$ cat config.mk
export PLATFORM = sky130hd
export DESIGN_NAME = maximal_set_table
export DESIGN_NICKNAME = d
export VERILOG_FILES = /design/src/rtl/core/mst_pkg.sv /design/src/rtl/core/mst_ram.sv /design/src/rtl/core/mst_cmp.sv /design/src/rtl/core/maximal_set_table.sv
export VERILOG_INCLUDE_DIRS = /design/src /design/src/rtl/core
export SDC_FILE = /design/constraint.sdc
export NUM_CORES = 2
export LEC_CHECK = 0
export ABC_AREA = 1
export BUFFER_PORTS_ARGS = -buffer_cell sky130_fd_sc_hd__buf_2
export CORE_MARGIN = 2
export CORE_UTILIZATION = 45
export DETAILED_ROUTE_END_ITERATION = 7
export HOLD_SLACK_MARGIN = 0.15
export PLACE_DENSITY = 0.64
export RECOVER_POWER = 50
export SETUP_SLACK_MARGIN = 0.05
export SLEW_MARGIN = 20
export SYNTH_ARGS = -nofsm -noshare
export SYNTH_HDL_FRONTEND = slang
export SYNTH_SLANG_ARGS = --single-unit
$ cat constraint.sdc
create_clock -name clk -period 8.9 [get_ports clk]
set_input_delay 0.445 -clock clk [delete_from_list [all_inputs] [get_ports clk]]
set_output_delay 0.445 -clock clk [all_outputs]
set_load 0.1 [all_outputs]
$ cat src/rtl/core/maximal_set_table_assert.svh
// assertion macros shared by the rtl
// each use expects clk and rst_n in scope and stands on a line of its own
`ifndef MAXIMAL_SET_TABLE_ASSERT_SVH
`define MAXIMAL_SET_TABLE_ASSERT_SVH

// condition holds at every clock edge out of reset
`define MST_ASSERT_ALWAYS(lbl, cond, msg) \
    lbl: assert property (@(posedge clk) disable iff (!rst_n) (cond)) else $error(msg);

// consequent holds in the same cycle as the antecedent
`define MST_ASSERT_IMPLY(lbl, ante, cons, msg) \
    lbl: assert property (@(posedge clk) disable iff (!rst_n) (ante) |-> (cons)) \
        else $error(msg);

// consequent holds in the cycle after the antecedent
`define MST_ASSERT_NEXT(lbl, ante, cons, msg) \
    lbl: assert property (@(posedge clk) disable iff (!rst_n) (ante) |=> (cons)) \
        else $error(msg);

`endif

$ cat src/rtl/core/mst_pkg.sv
`default_nettype none

package mst_pkg;

    // request codes carried in tuser
    localparam logic [1:0] REQ_INSERT = 2'd0;
    localparam logic [1:0] REQ_READ   = 2'd1;
    localparam logic [1:0] REQ_CLEAR  = 2'd2;

    localparam int REQ_W      = 2;
    localparam int CAND_W     = 32;
    localparam int SLOT_IDX_W = 6;
    localparam int COUNT_W    = 7;
    localparam int IN_DATA_W  = 40;
    localparam int OUT_DATA_W = 56;

    typedef enum logic [2:0] {
        ST_CLEAR,
        ST_IDLE,
        ST_SCAN,
        ST_WRITE,
        ST_READ,
        ST_DONE
    } state_t;

    // verdict on one stored entry against the candidate
    typedef struct packed {
        logic covered;
        logic remove;
        logic vacant;
    } cmp_t;

    // result fields, inserted in the lowest bit
    typedef struct packed {
        logic [CAND_W-1:0]  slot_mask;
        logic               slot_valid;
        logic [COUNT_W-1:0] live_count;
        logic [COUNT_W-1:0] removed_count;
        logic               overflow;
        logic               subsumed;
        logic               inserted;
    } res_t;

    localparam int RES_W = $bits(res_t);

endpackage

`default_nettype wire

$ cat src/rtl/core/mst_ram.sv
`default_nettype none

module mst_ram #(
    parameter int WIDTH = 33,
    parameter int DEPTH = 64
) (
    input  wire logic                     clk,
    input  wire logic                     we,
    input  wire logic [$clog2(DEPTH)-1:0] waddr,
    input  wire logic [WIDTH-1:0]         wdata,
    input  wire logic [$clog2(DEPTH)-1:0] raddr,
    output      logic [WIDTH-1:0]         rdata
);

    logic [WIDTH-1:0] mem [DEPTH];

    always_ff @(posedge clk)
    begin
        if (we)
        begin
            mem[waddr] <= wdata;
        end
        rdata <= mem[raddr];
    end

endmodule

`default_nettype wire

$ cat src/rtl/core/mst_cmp.sv
`default_nettype none

module mst_cmp
    import mst_pkg::*;
#(
    parameter int MASK_BITS = 32
) (
    input  wire logic                 entry_used,
    input  wire logic [MASK_BITS-1:0] entry_mask,
    input  wire logic [MASK_BITS-1:0] cand,
    output      cmp_t                 verdict
);

    logic cand_in_entry;
    logic entry_in_cand;

    assign cand_in_entry = ((cand & ~entry_mask) == '0);
    assign entry_in_cand = ((entry_mask & ~cand) == '0);

    // only a proper subset goes; an equal entry covers the candidate instead
    always_comb
    begin
        verdict.covered = entry_used && cand_in_entry;
        verdict.remove  = entry_used && entry_in_cand && !cand_in_entry;
        verdict.vacant  = !entry_used || verdict.remove;
    end

endmodule

`default_nettype wire

$ cat src/rtl/core/maximal_set_table.sv
// maximal_set_table: keeps a table of attribute masks of which none is a
// subset of another
// input channel s_t*: one request per transaction, kind in s_tuser
// (insert, read slot, clear table); output channel m_t*: one result
// transaction per request, in request order
// the table sits in one simple dual port ram of TABLE_DEPTH entries,
// each a used flag and a mask; the controller reads an entry, judges it
// against the candidate as it comes back and writes a removed entry back cleared
// insert of a nonzero mask: the time from acceptance to result is set
// by the sweep of the single ram read port over all entries; a zero mask,
// a read or an unknown kind skips the sweep
// clear: one ram entry written per cycle over the whole table
// after reset the same clearing sweep runs with s_tready low
// one request is worked on at a time; s_tready is high only when idle
// the result sits in an output register, so the next request is taken
// while m_tvalid waits on m_tready; a stalled receiver holds a finished
// result in the controller until the output register frees up
`default_nettype none

`include "maximal_set_table_assert.svh"

module maximal_set_table
    import mst_pkg::*;
#(
    parameter int TABLE_DEPTH = 64,
    parameter int MASK_BITS   = 32
) (
    input  wire logic                  clk,
    input  wire logic                  rst_n,
    input  wire logic                  s_tvalid,
    output      logic                  s_tready,
    // candidate_mask [31:0], slot_index [37:32], zero fill above
    input  wire logic [IN_DATA_W-1:0]  s_tdata,
    // req_type [1:0]
    input  wire logic [REQ_W-1:0]      s_tuser,
    output      logic                  m_tvalid,
    input  wire logic                  m_tready,
    // inserted [0], subsumed [1], overflow [2], removed_count [9:3],
    // live_count [16:10], slot_valid [17], slot_mask [49:18], zero fill above
    output      logic [OUT_DATA_W-1:0] m_tdata
);

    localparam int AW = $clog2(TABLE_DEPTH);
    localparam int LW = $clog2(TABLE_DEPTH + 1);
    localparam int CW = ((AW > SLOT_IDX_W) ? AW : SLOT_IDX_W) + 1;
    localparam int WW = (MASK_BITS > CAND_W) ? MASK_BITS : CAND_W;
    localparam int EW = MASK_BITS + 1;
    localparam int XW = LW + COUNT_W;

    // state and controller registers
    state_t               state_reg, state_next;
    logic [AW-1:0]        idx_reg, idx_next;
    logic [AW-1:0]        prev_idx_reg, prev_idx_next;
    logic                 issue_reg, issue_next;
    logic                 rd_pend_reg, rd_pend_next;
    logic                 clr_reply_reg, clr_reply_next;
    logic                 covered_reg, covered_next;
    logic                 free_found_reg, free_found_next;
    logic [AW-1:0]        free_idx_reg, free_idx_next;
    logic [COUNT_W-1:0]   removed_reg, removed_next;
    logic [LW-1:0]        live_reg, live_next;
    logic                 out_valid_reg, out_valid_next;

    // payload registers
    logic [MASK_BITS-1:0] cand_reg, cand_next;
    res_t                 res_reg, res_next;
    res_t                 out_reg, out_next;

    // request decode
    logic                 accept;
    logic [REQ_W-1:0]     req;
    logic [MASK_BITS-1:0] cand_in;
    logic                 cand_zero;
    logic [CW-1:0]        slot_ext;
    logic                 slot_in_range;
    logic [AW-1:0]        slot_addr;
    logic                 scan_last;
    logic                 out_free;

    // ram ports
    logic                 ram_we;
    logic [AW-1:0]        ram_waddr;
    logic [EW-1:0]        ram_wdata;
    logic [AW-1:0]        ram_raddr;
    logic [EW-1:0]        ram_rdata;
    cmp_t                 verdict;

    logic [WW-1:0]        rd_mask_ext;
    logic [XW-1:0]        live_ext;
    logic [COUNT_W-1:0]   live_sat;

    assign s_tready  = (state_reg == ST_IDLE);
    assign accept    = s_tvalid && s_tready;
    assign req       = s_tuser;
    assign cand_in   = MASK_BITS'(WW'(s_tdata[CAND_W-1:0]));
    assign cand_zero = (cand_in == '0);

    // slot_index may be narrower or wider than the table address
    assign slot_ext      = CW'(s_tdata[CAND_W +: SLOT_IDX_W]);
    assign slot_in_range = (slot_ext < CW'(TABLE_DEPTH));
    assign slot_addr     = slot_ext[AW-1:0];

    assign scan_last = (idx_reg == AW'(TABLE_DEPTH - 1));
    assign out_free  = !out_valid_reg || m_tready;

    assign rd_mask_ext = WW'(ram_rdata[MASK_BITS-1:0]);

    assign live_ext = XW'(live_reg);
    assign live_sat = (live_ext > XW'(127)) ? COUNT_W'(127) : live_ext[COUNT_W-1:0];

    assign m_tvalid = out_valid_reg;
    assign m_tdata  = OUT_DATA_W'(out_reg);

    mst_ram #(
        .WIDTH (EW),
        .DEPTH (TABLE_DEPTH)
    ) u_table (
        .clk   (clk),
        .we    (ram_we),
        .waddr (ram_waddr),
        .wdata (ram_wdata),
        .raddr (ram_raddr),
        .rdata (ram_rdata)
    );

    // judges the entry read back in the previous cycle
    mst_cmp #(
        .MASK_BITS (MASK_BITS)
    ) u_cmp (
        .entry_used (ram_rdata[MASK_BITS]),
        .entry_mask (ram_rdata[MASK_BITS-1:0]),
        .cand       (cand_reg),
        .verdict    (verdict)
    );

    always_ff @(posedge clk or negedge rst_n)
    begin
        if (!rst_n)
        begin
            state_reg      <= ST_CLEAR;
            idx_reg        <= '0;
            prev_idx_reg   <= '0;
            issue_reg      <= 1'b0;
            rd_pend_reg    <= 1'b0;
            clr_reply_reg  <= 1'b0;
            covered_reg    <= 1'b0;
            free_found_reg <= 1'b0;
            free_idx_reg   <= '0;
            removed_reg    <= '0;
            live_reg       <= '0;
            out_valid_reg  <= 1'b0;
        end
        else
        begin
            state_reg      <= state_next;
            idx_reg        <= idx_next;
            prev_idx_reg   <= prev_idx_next;
            issue_reg      <= issue_next;
            rd_pend_reg    <= rd_pend_next;
            clr_reply_reg  <= clr_reply_next;
            covered_reg    <= covered_next;
            free_found_reg <= free_found_next;
            free_idx_reg   <= free_idx_next;
            removed_reg    <= removed_next;
            live_reg       <= live_next;
            out_valid_reg  <= out_valid_next;
        end
    end

    always_ff @(posedge clk)
    begin
        cand_reg <= cand_next;
        res_reg  <= res_next;
        out_reg  <= out_next;
    end

    // next state
    always_comb
    begin
        state_next = state_reg;
        unique case (state_reg)
            ST_CLEAR:
            begin
                if (scan_last)
                begin
                    state_next = clr_reply_reg ? ST_DONE : ST_IDLE;
                end
            end
            ST_IDLE:
            begin
                if (accept)
                begin
                    case (req)
                        REQ_INSERT: state_next = cand_zero ? ST_DONE : ST_SCAN;
                        REQ_READ:   state_next = slot_in_range ? ST_READ : ST_DONE;
                        REQ_CLEAR:  state_next = ST_CLEAR;
                        default:    state_next = ST_DONE;
                    endcase
                end
            end
            ST_SCAN:
            begin
                // last entry judged once the read pipe has drained
                if (!issue_reg && rd_pend_reg)
                begin
                    state_next = ST_WRITE;
                end
            end
            ST_WRITE: state_next = ST_DONE;
            ST_READ:  state_next = ST_DONE;
            ST_DONE:
            begin
                if (out_free)
                begin
                    state_next = ST_IDLE;
                end
            end
            default:  state_next = ST_IDLE;
        endcase
    end

    // datapath and ram control
    always_comb
    begin
        idx_next        = idx_reg;
        prev_idx_next   = prev_idx_reg;
        issue_next      = issue_reg;
        rd_pend_next    = 1'b0;
        clr_reply_next  = clr_reply_reg;
        covered_next    = covered_reg;
        free_found_next = free_found_reg;
        free_idx_next   = free_idx_reg;
        removed_next    = removed_reg;
        live_next       = live_reg;
        cand_next       = cand_reg;
        res_next        = res_reg;
        out_next        = out_reg;
        out_valid_next  = out_valid_reg && !m_tready;
        ram_we          = 1'b0;
        ram_waddr       = idx_reg;
        ram_wdata       = '0;
        ram_raddr       = idx_reg;

        unique case (state_reg)
            ST_CLEAR:
            begin
                // one entry zeroed per cycle
                ram_we    = 1'b1;
                ram_waddr = idx_reg;
                live_next = '0;
                idx_next  = scan_last ? '0 : idx_reg + AW'(1);
            end
            ST_IDLE:
            begin
                ram_raddr = slot_addr;
                if (accept)
                begin
                    res_next        = '0;
                    cand_next       = cand_in;
                    idx_next        = '0;
                    issue_next      = 1'b1;
                    covered_next    = 1'b0;
                    free_found_next = 1'b0;
                    removed_next    = '0;
                    clr_reply_next  = 1'b0;
                    case (req)
                        REQ_INSERT:
                        begin
                            // empty set never enters the table
                            res_next.subsumed = cand_zero;
                        end
                        REQ_CLEAR:  clr_reply_next = 1'b1;
                        default:    ;
                    endcase
                end
            end
            ST_SCAN:
            begin
                ram_raddr     = idx_reg;
                rd_pend_next  = issue_reg;
                prev_idx_next = idx_reg;
                if (issue_reg)
                begin
                    idx_next   = scan_last ? '0 : idx_reg + AW'(1);
                    issue_next = !scan_last;
                end
                if (rd_pend_reg)
                begin
                    if (verdict.covered)
                    begin
                        covered_next = 1'b1;
                    end
                    if (verdict.remove)
                    begin
                        ram_we    = 1'b1;
                        ram_waddr = prev_idx_reg;
                        live_next = live_reg - LW'(1);
                        if (removed_reg != COUNT_W'(127))
                        begin
                            removed_next = removed_reg + COUNT_W'(1);
                        end
                    end
                    // lowest slot left free after removals
                    if (verdict.vacant && !free_found_reg)
                    begin
                        free_found_next = 1'b1;
                        free_idx_next   = prev_idx_reg;
                    end
                end
            end
            ST_WRITE:
            begin
                res_next.removed_count = removed_reg;
                if (covered_reg)
                begin
                    res_next.subsumed = 1'b1;
                end
                else if (free_found_reg)
                begin
                    ram_we            = 1'b1;
                    ram_waddr         = free_idx_reg;
                    ram_wdata         = {1'b1, cand_reg};
                    live_next         = live_reg + LW'(1);
                    res_next.inserted = 1'b1;
                end
                else
                begin
                    res_next.overflow = 1'b1;
                end
            end
            ST_READ:
            begin
                res_next.slot_valid = ram_rdata[MASK_BITS];
                res_next.slot_mask  = ram_rdata[MASK_BITS] ? rd_mask_ext[CAND_W-1:0] : '0;
            end
            ST_DONE:
            begin
                if (out_free)
                begin
                    out_next            = res_reg;
                    out_next.live_count = live_sat;
                    out_valid_next      = 1'b1;
                end
            end
            default: ;
        endcase
    end

    // the table never holds more entries than it has slots
    `MST_ASSERT_ALWAYS(a_live_bound, live_reg <= LW'(TABLE_DEPTH), "live count above depth")

    // a removal after a covering entry means the table lost its antichain property
    `MST_ASSERT_IMPLY(a_no_remove_when_covered,
        state_reg == ST_SCAN && rd_pend_reg && verdict.remove, !covered_reg,
        "subset removed although candidate covered")

    // overflow only with every slot live
    `MST_ASSERT_IMPLY(a_overflow_full,
        state_reg == ST_WRITE && !covered_reg && !free_found_reg,
        live_reg == LW'(TABLE_DEPTH), "overflow with free slot")

    // at most one insert verdict per result
    `MST_ASSERT_ALWAYS(a_one_verdict,
        !out_valid_reg || $countones({out_reg.inserted, out_reg.subsumed, out_reg.overflow}) <= 1,
        "conflicting insert flags")

    // a finished result is handed over only from the done state
    `MST_ASSERT_NEXT(a_load_from_done, !out_valid_reg && state_reg != ST_DONE, !out_valid_reg,
        "result appeared outside done state")

endmodule

`default_nettype wire
Word-level counts from Yosys, hierarchy flattened
Memories as Yosys holds them, arrays and structs flattened. A register that Yosys moved wholly into a read port is not among the register bits. Cells that the tools add are included. W data, S select, Z words.

Memories kept: 1. Output and inout bits: 58. Register bits after elaboration: 166. Logic and storage cells: 165. Bits of input ports: 46. RAM bits: 2112.

$add $sub $neg: 4. Bitwise gates (word level): 4. Muxes and demuxes: 63. Order comparisons: 2. Eq/ne operators: 23. Reductions and logical operators: 42.

Memory list: u_table.mem (depth 64, bits a word 33, rd ports 1, clocked after Yosys merged registers in 1, wr ports 1, RTL line mst_ram.sv:15) `logic [WIDTH-1:0] mem [DEPTH];`.

Operators by type and width (number): $mux W33 (3); $logic_not A32 Y1 (3); $pmux W33 S2 (1); $and A32 B32 Y32 (2); $not A32 Y32 (2); $mux W7 (8); $mux W50 (1); $mux W6 (8); $mux W32 (1); $mux W1 (24); $ne A2 B2 Y1 const B (11); $pmux W7 S3 (1); $pmux W10 S2 (1); $reduce_and A4 Y1 (5); $mux W3 (6); $pmux W6 S3 (1); $pmux W3 S5 (1); $add A7 B1 Y7 const B (2); $pmux W7 S2 (1); $pmux W6 S2 (1); $reduce_and A2 Y1 (5); $reduce_and A5 Y1 (2); $pmux W3 S3 (1); $reduce_and A3 Y1 (3); other kinds (22) (44).

Longest topological paths before layout
Depth after elaboration: 10. Gate-level depth with buffers: 17. Depth with buffers taken out: 16.

By module
Synthesis repeated with hierarchy kept, for this count alone.

Cells, all modules: 7808. Area total of the unflattened synthesis: 93319.5 um^2.

Modules (own cells, without submodules): mst_ram (area an instance 85665.9 um^2, cells each 6980, seq. area each 64081.5 um^2, instances 1); maximal_set_table (area an instance 6857.8 um^2, cells each 624, seq. area each 4779.6 um^2, instances 1); mst_cmp (area an instance 795.8 um^2, cells each 204, seq. area each 0.0 um^2, instances 1).

Worst setup path before layout
Ideal clock, no wire load.

Path kind: reg2reg. Start point: reg state_reg[1]. End point: mem u_table.mem[33][0], enable pin. Library setup time: 423 ps. Stages on the path, launching flop included: 11. Setup slack: 3654 ps. Buffers on the path: 0. Required time: 8477 ps. Arrival: 4823 ps. Period minus slack after synthesis: 5246 ps. Cells stage by stage: dfrtp_1 > nand2_2 > nor2_4 > inv_1 > nor2_1 > inv_1 > nand3_2 > inv_2 > a21oi_2 > nand2_1 > nor2_1.

Longest elaborated chain between the ends: 4. Elaborated cells on any way between the ends: 7. Classes of those cells: eq/ne (2); mux (4); reduce/logical (1).

RTL lines: start: declaration (RTL line maximal_set_table.sv:51) `state_t state_reg, state_next;`; start signal: assignment (RTL line maximal_set_table.sv:155) `state_reg <= state_next;`; $eq A3 B2 Y1 / $logic_not A3 Y1 (equally long branches) (RTL line maximal_set_table.sv:244) `unique case (state_reg)`; $pmux W1 S3 (RTL line maximal_set_table.sv:244); $mux W1 (RTL line mst_ram.sv:19) `if (we)`; $mux W1 (implied by the code) (RTL line mst_ram.sv:21) `mem[waddr] <= wdata;`; end: declaration (RTL line mst_ram.sv:15).

Several ways; a longest one is shown, not always the timed one.

Worst setup path after layout
Start point: reg state_reg[2]. End point: mem u_table.mem[39][3], data pin.

Longest elaborated chain between the ends: 2.

RTL lines: $eq A3 B2 Y1 (RTL line maximal_set_table.sv:244); $mux W33 (RTL line maximal_set_table.sv:244); via ram_wdata[3] (RTL line maximal_set_table.sv:83) `logic [EW-1:0] ram_wdata;`.

The timed path passes the listed nets, and every way through them passes these cells.

==> flow_metrics.py <==
metrics = {
    "run_status": {
        "status": "finished, violations left",
        "violations": "max-capacitance violations, max-slew violations",
    },
    "timing": {
        "max_freq_mhz": 146,
        "rsz0062_at_grt": "false",
        "fin_skew_ps": 29.0,
        "finalSetupViolCount": 0,
        "drv_slew": 1348,
        "finalCriticalPeriod_ps": 6870,
        "tightest_slew_ps": 3830,
        "finalCritPeriodShare": 0.772,
        "slew_headroom": -1.55,
        "hold_viol": 0,
        "setup_tns_ps": 0,
    },
    "synth": {
        "post-synth-top-area-cell": "edfxtp_1",
        "yosysWarnings": 0,
        "synth_flop_cell": "edfxtp_1",
        "synth_top_area_share": 0.723,
        "yosys-top-cells-area": "edfxtp_1 72%, nand2_1 9.3%, nand3_1 8.2%, buf_2 1.5%, o21ai_0 1.5%",
        "yosysUniqueCellTypes": 42,
        "synth_top_family_by_area": "simple AND/OR/NAND/NOR gates",
        "syn_inst": 7798,
        "synth_compound_area_frac": 0.0314,
        "avgSynthCellArea_um2": 11.9,
        "synth-xor-area-share": 0.000377,
        "synth.cell_area_um2": 92900,
        "ys_async_sr_fraction": 0.0177,
        "synth-edff-count": 2237,
        "synth.most_common_cell": "nand2_1",
        "ys_top_cells_by_count": "2308 x nand2_1, 2237 x edfxtp_1, 1531 x nand3_1",
        "yosys.area_share.adder": 0.00116,
        "yosys.area_share.simple": 0.192,
        "ys_ff_latch": 2311,
        "ys_seq_area_frac": 0.741,
        "yosys-mux-area-fraction": 0,
    },
    "pwr": {
        "power.leakage_nw": 34.6,
        "ir_drop_mv": 0.187,
        "p_per_area_nw_per_um2": 204,
    },
    "floorplan": {
        "design.portCount": 104,
        "die_h_um": 458,
        "initial_core_util": 0.453,
        "fp-row-count": 166,
        "core_area_um2": 205000,
        "fp.dieW_um": 458,
        "die_area_um2": 210000,
    },
    "hold_path": {
        "hold_start": "s_tvalid",
        "min_path_cells": 6,
        "min_to": "state_reg[0]",
        "hp-class": "in2reg",
    },
    "clock_network": {
        "cts_resized": 0,
        "path_clk_slew_ps": 60,
        "clk_latency_ps": 860,
        "cts_tree": "built",
        "cts_buffers": 224,
        "clockBufferDepth": 3,
        "clock-sinks": 2311,
        "cts_setup_buffers": 0,
        "htree_levels": 4,
        "cts_root_buffer": "clkbuf_16",
    },
    "cells_and_area": {
        "fin_nets": 7883,
        "largest_reg_flops": 2112,
        "utilization": 0.507,
        "fin_area_um2": 104000,
        "area_delta_synth_final_pct": 11.8,
        "drive_gt1_frac": 0.0691,
    },
    "global_routing": {
        "grt_pass1_vias": 57500,
        "antenna_found_initial": 7,
        "gr-total-overflow": 0,
        "grt_pass1_wl_um": 378000,
        "track_usage": 0.242,
        "grt_max_degree": 199,
    },
    "detailed_routing": {
        "first_iter_violations": 7919,
        "vias": 61000,
        "wl_um": 259000,
        "via_per_inst": 5.70,
        "first_pass_iters": 8,
        "wl_per_cell_um": 24.2,
        "antenna_left": 0,
        "drc": 0,
    },
    "placed_design": {
        "place_area_um2": 96700,
        "dpl.hpwl_um": 133000,
        "gp_congestion": 0.872,
        "portBuffers": 95,
    },
    "worst_setup_path": {
        "cp.arrival_ps": 6960,
        "cp_top_family": "buffers and inverters",
        "reg2reg_slack_ps": 2030,
        "cp_num_buf_inv": 6,
        "r2r_end": "u_table.mem[39][3]",
        "worst_setup_path_end_kind": "flop",
        "required_ps": 8990,
        "start_kind": "flop",
        "worstReg2RegStart": "state_reg[2]",
        "worstSetupPathType": "reg2reg",
        "critPathMaxStageDelay_ps": 2680,
        "cp_slowest_cell": "clkbuf_1",
        "path_cells": "inv_2 > nand2_1 > nor2_1 > inv_1 > nor2_4 > buf_4 > clkinvlp_2 > buf_4 > nor2_4 > clkbuf_1",
        "rr_worst_depth": 10,
        "path_max_fanout": 65,
    },
    "flow_run": {
        "max_cap_viol_count": 28,
    },
}
[area by class of cell]
cell class	instances	area [µm²]
flip-flops and latches	2311	68900
diodes	1	2.50
multi-input cells	4754	21400
clock buffers	288	6060
fillers	17400	101000
inverters	256	1000
clock inverters	130	1170
well taps	2688	3360
repair buffers	282	1960
[placed cells by master (no fill, tap or decap), types with 4 or more instances in the layout]
| cell | instances |
|---|---|
| nor2_4 | 71 |
| o21ai_4 | 5 |
| nand4_1 | 14 |
| nor4_1 | 6 |
| inv_1 | 248 |
| o21ai_0 | 271 |
| clkinv_2 | 44 |
| o22ai_1 | 34 |
| a21oi_1 | 99 |
| nand2_1 | 2310 |
| clkinv_1 | 43 |
| nand3_1 | 1532 |
| dfrtp_1 | 41 |
| buf_12 | 13 |
| conb_1 | 6 |
| clkbuf_8 | 9 |
| nor3_1 | 5 |
| nor2_1 | 252 |
| o31ai_1 | 6 |
| o21ai_1 | 57 |
| dlygate4sd3_1 | 37 |
| buf_2 | 10 |
| bufinv_16 | 17 |
| dfxtp_1 | 33 |
| buf_4 | 113 |
| o211ai_1 | 56 |
| inv_8 | 4 |
| edfxtp_1 | 2237 |
| clkbuf_1 | 157 |
| clkinv_8 | 4 |
| ha_1 | 7 |
| inv_6 | 12 |
| clkbuf_16 | 230 |
| clkinvlp_4 | 6 |
[worst max-delay path by stage]
stage / start / endpoint / slack [ps] / cells past startpoint
5_1_grt: state_reg[1] / u_table.mem[9][19] / 1700 / 9
2_1_floorplan: state_reg[1] / u_table.mem[33][0] / 3650 / 10
6_report: state_reg[2] / u_table.mem[39][3] / 2030 / 10
3_3_place_gp: state_reg[0] / u_table.mem[55][28] / 3790 / 12
3_5_place_dp: state_reg[1] / u_table.mem[55][18] / 3670 / 12
4_1_cts: state_reg[1] / u_table.mem[55][25] / 3630 / 12
[metal layers]
layer  global-route usage  part of all wire
met1                0.336              0.40
met2                0.366              0.45
met3               0.0527              0.11
met4                0.107             0.046
met5                    0           0.00011
[cell families after synthesis]
| logic type | after synthesis |
|---|---|
| other | 1 |
| AO/OA/AOI/OAI | 537 |
| XOR/XNOR | 4 |
| adder cells (fa/ha/maj) | 8 |
| buffers and inverters | 738 |
| AND/OR/NAND/NOR | 4199 |
| flip-flops | 2311 |
[repair_timing]
action | 4_1_cts | 5_1_grt
hold buffers | 37 | 0
setup endpoints to repair | 0 | 0
hold endpoints to repair | 79 | 0
[through the flow]
stage          instances  hold WS (ps)  setup slack [ps]  total power [W]
6_report           10700           281              2030           0.0212
5_1_grt            10700           313              1700           0.0217
4_1_cts            10700           209              3630           0.0213
3_5_place_dp       10300           405              3670           0.0120
3_3_place_gp       10300           404              3790           0.0120
2_1_floorplan       7803           149              3650           0.0120
[worst reg2reg max path, cell delays in order (launching register included)]
cell	delay, ps
dfrtp_1	430
inv_2	100
nand2_1	170
nor2_1	540
inv_1	490
nor2_4	170
buf_4	650
clkinvlp_2	300
buf_4	340
nor2_4	160
clkbuf_1	2680
[power by group]
part	switching [W]	leakage (nW)	internal, W	total [W]
clock network	0.00407	3.55	0.00530	0.00937
registers	0.0000000000000000000278	16.2	0.0117	0.0117
logic	0.0000310	14.8	0.0000159	0.0000469
total	0.00410	34.6	0.0171	0.0212
Note: power is estimated with default switching activity, not from simulation.
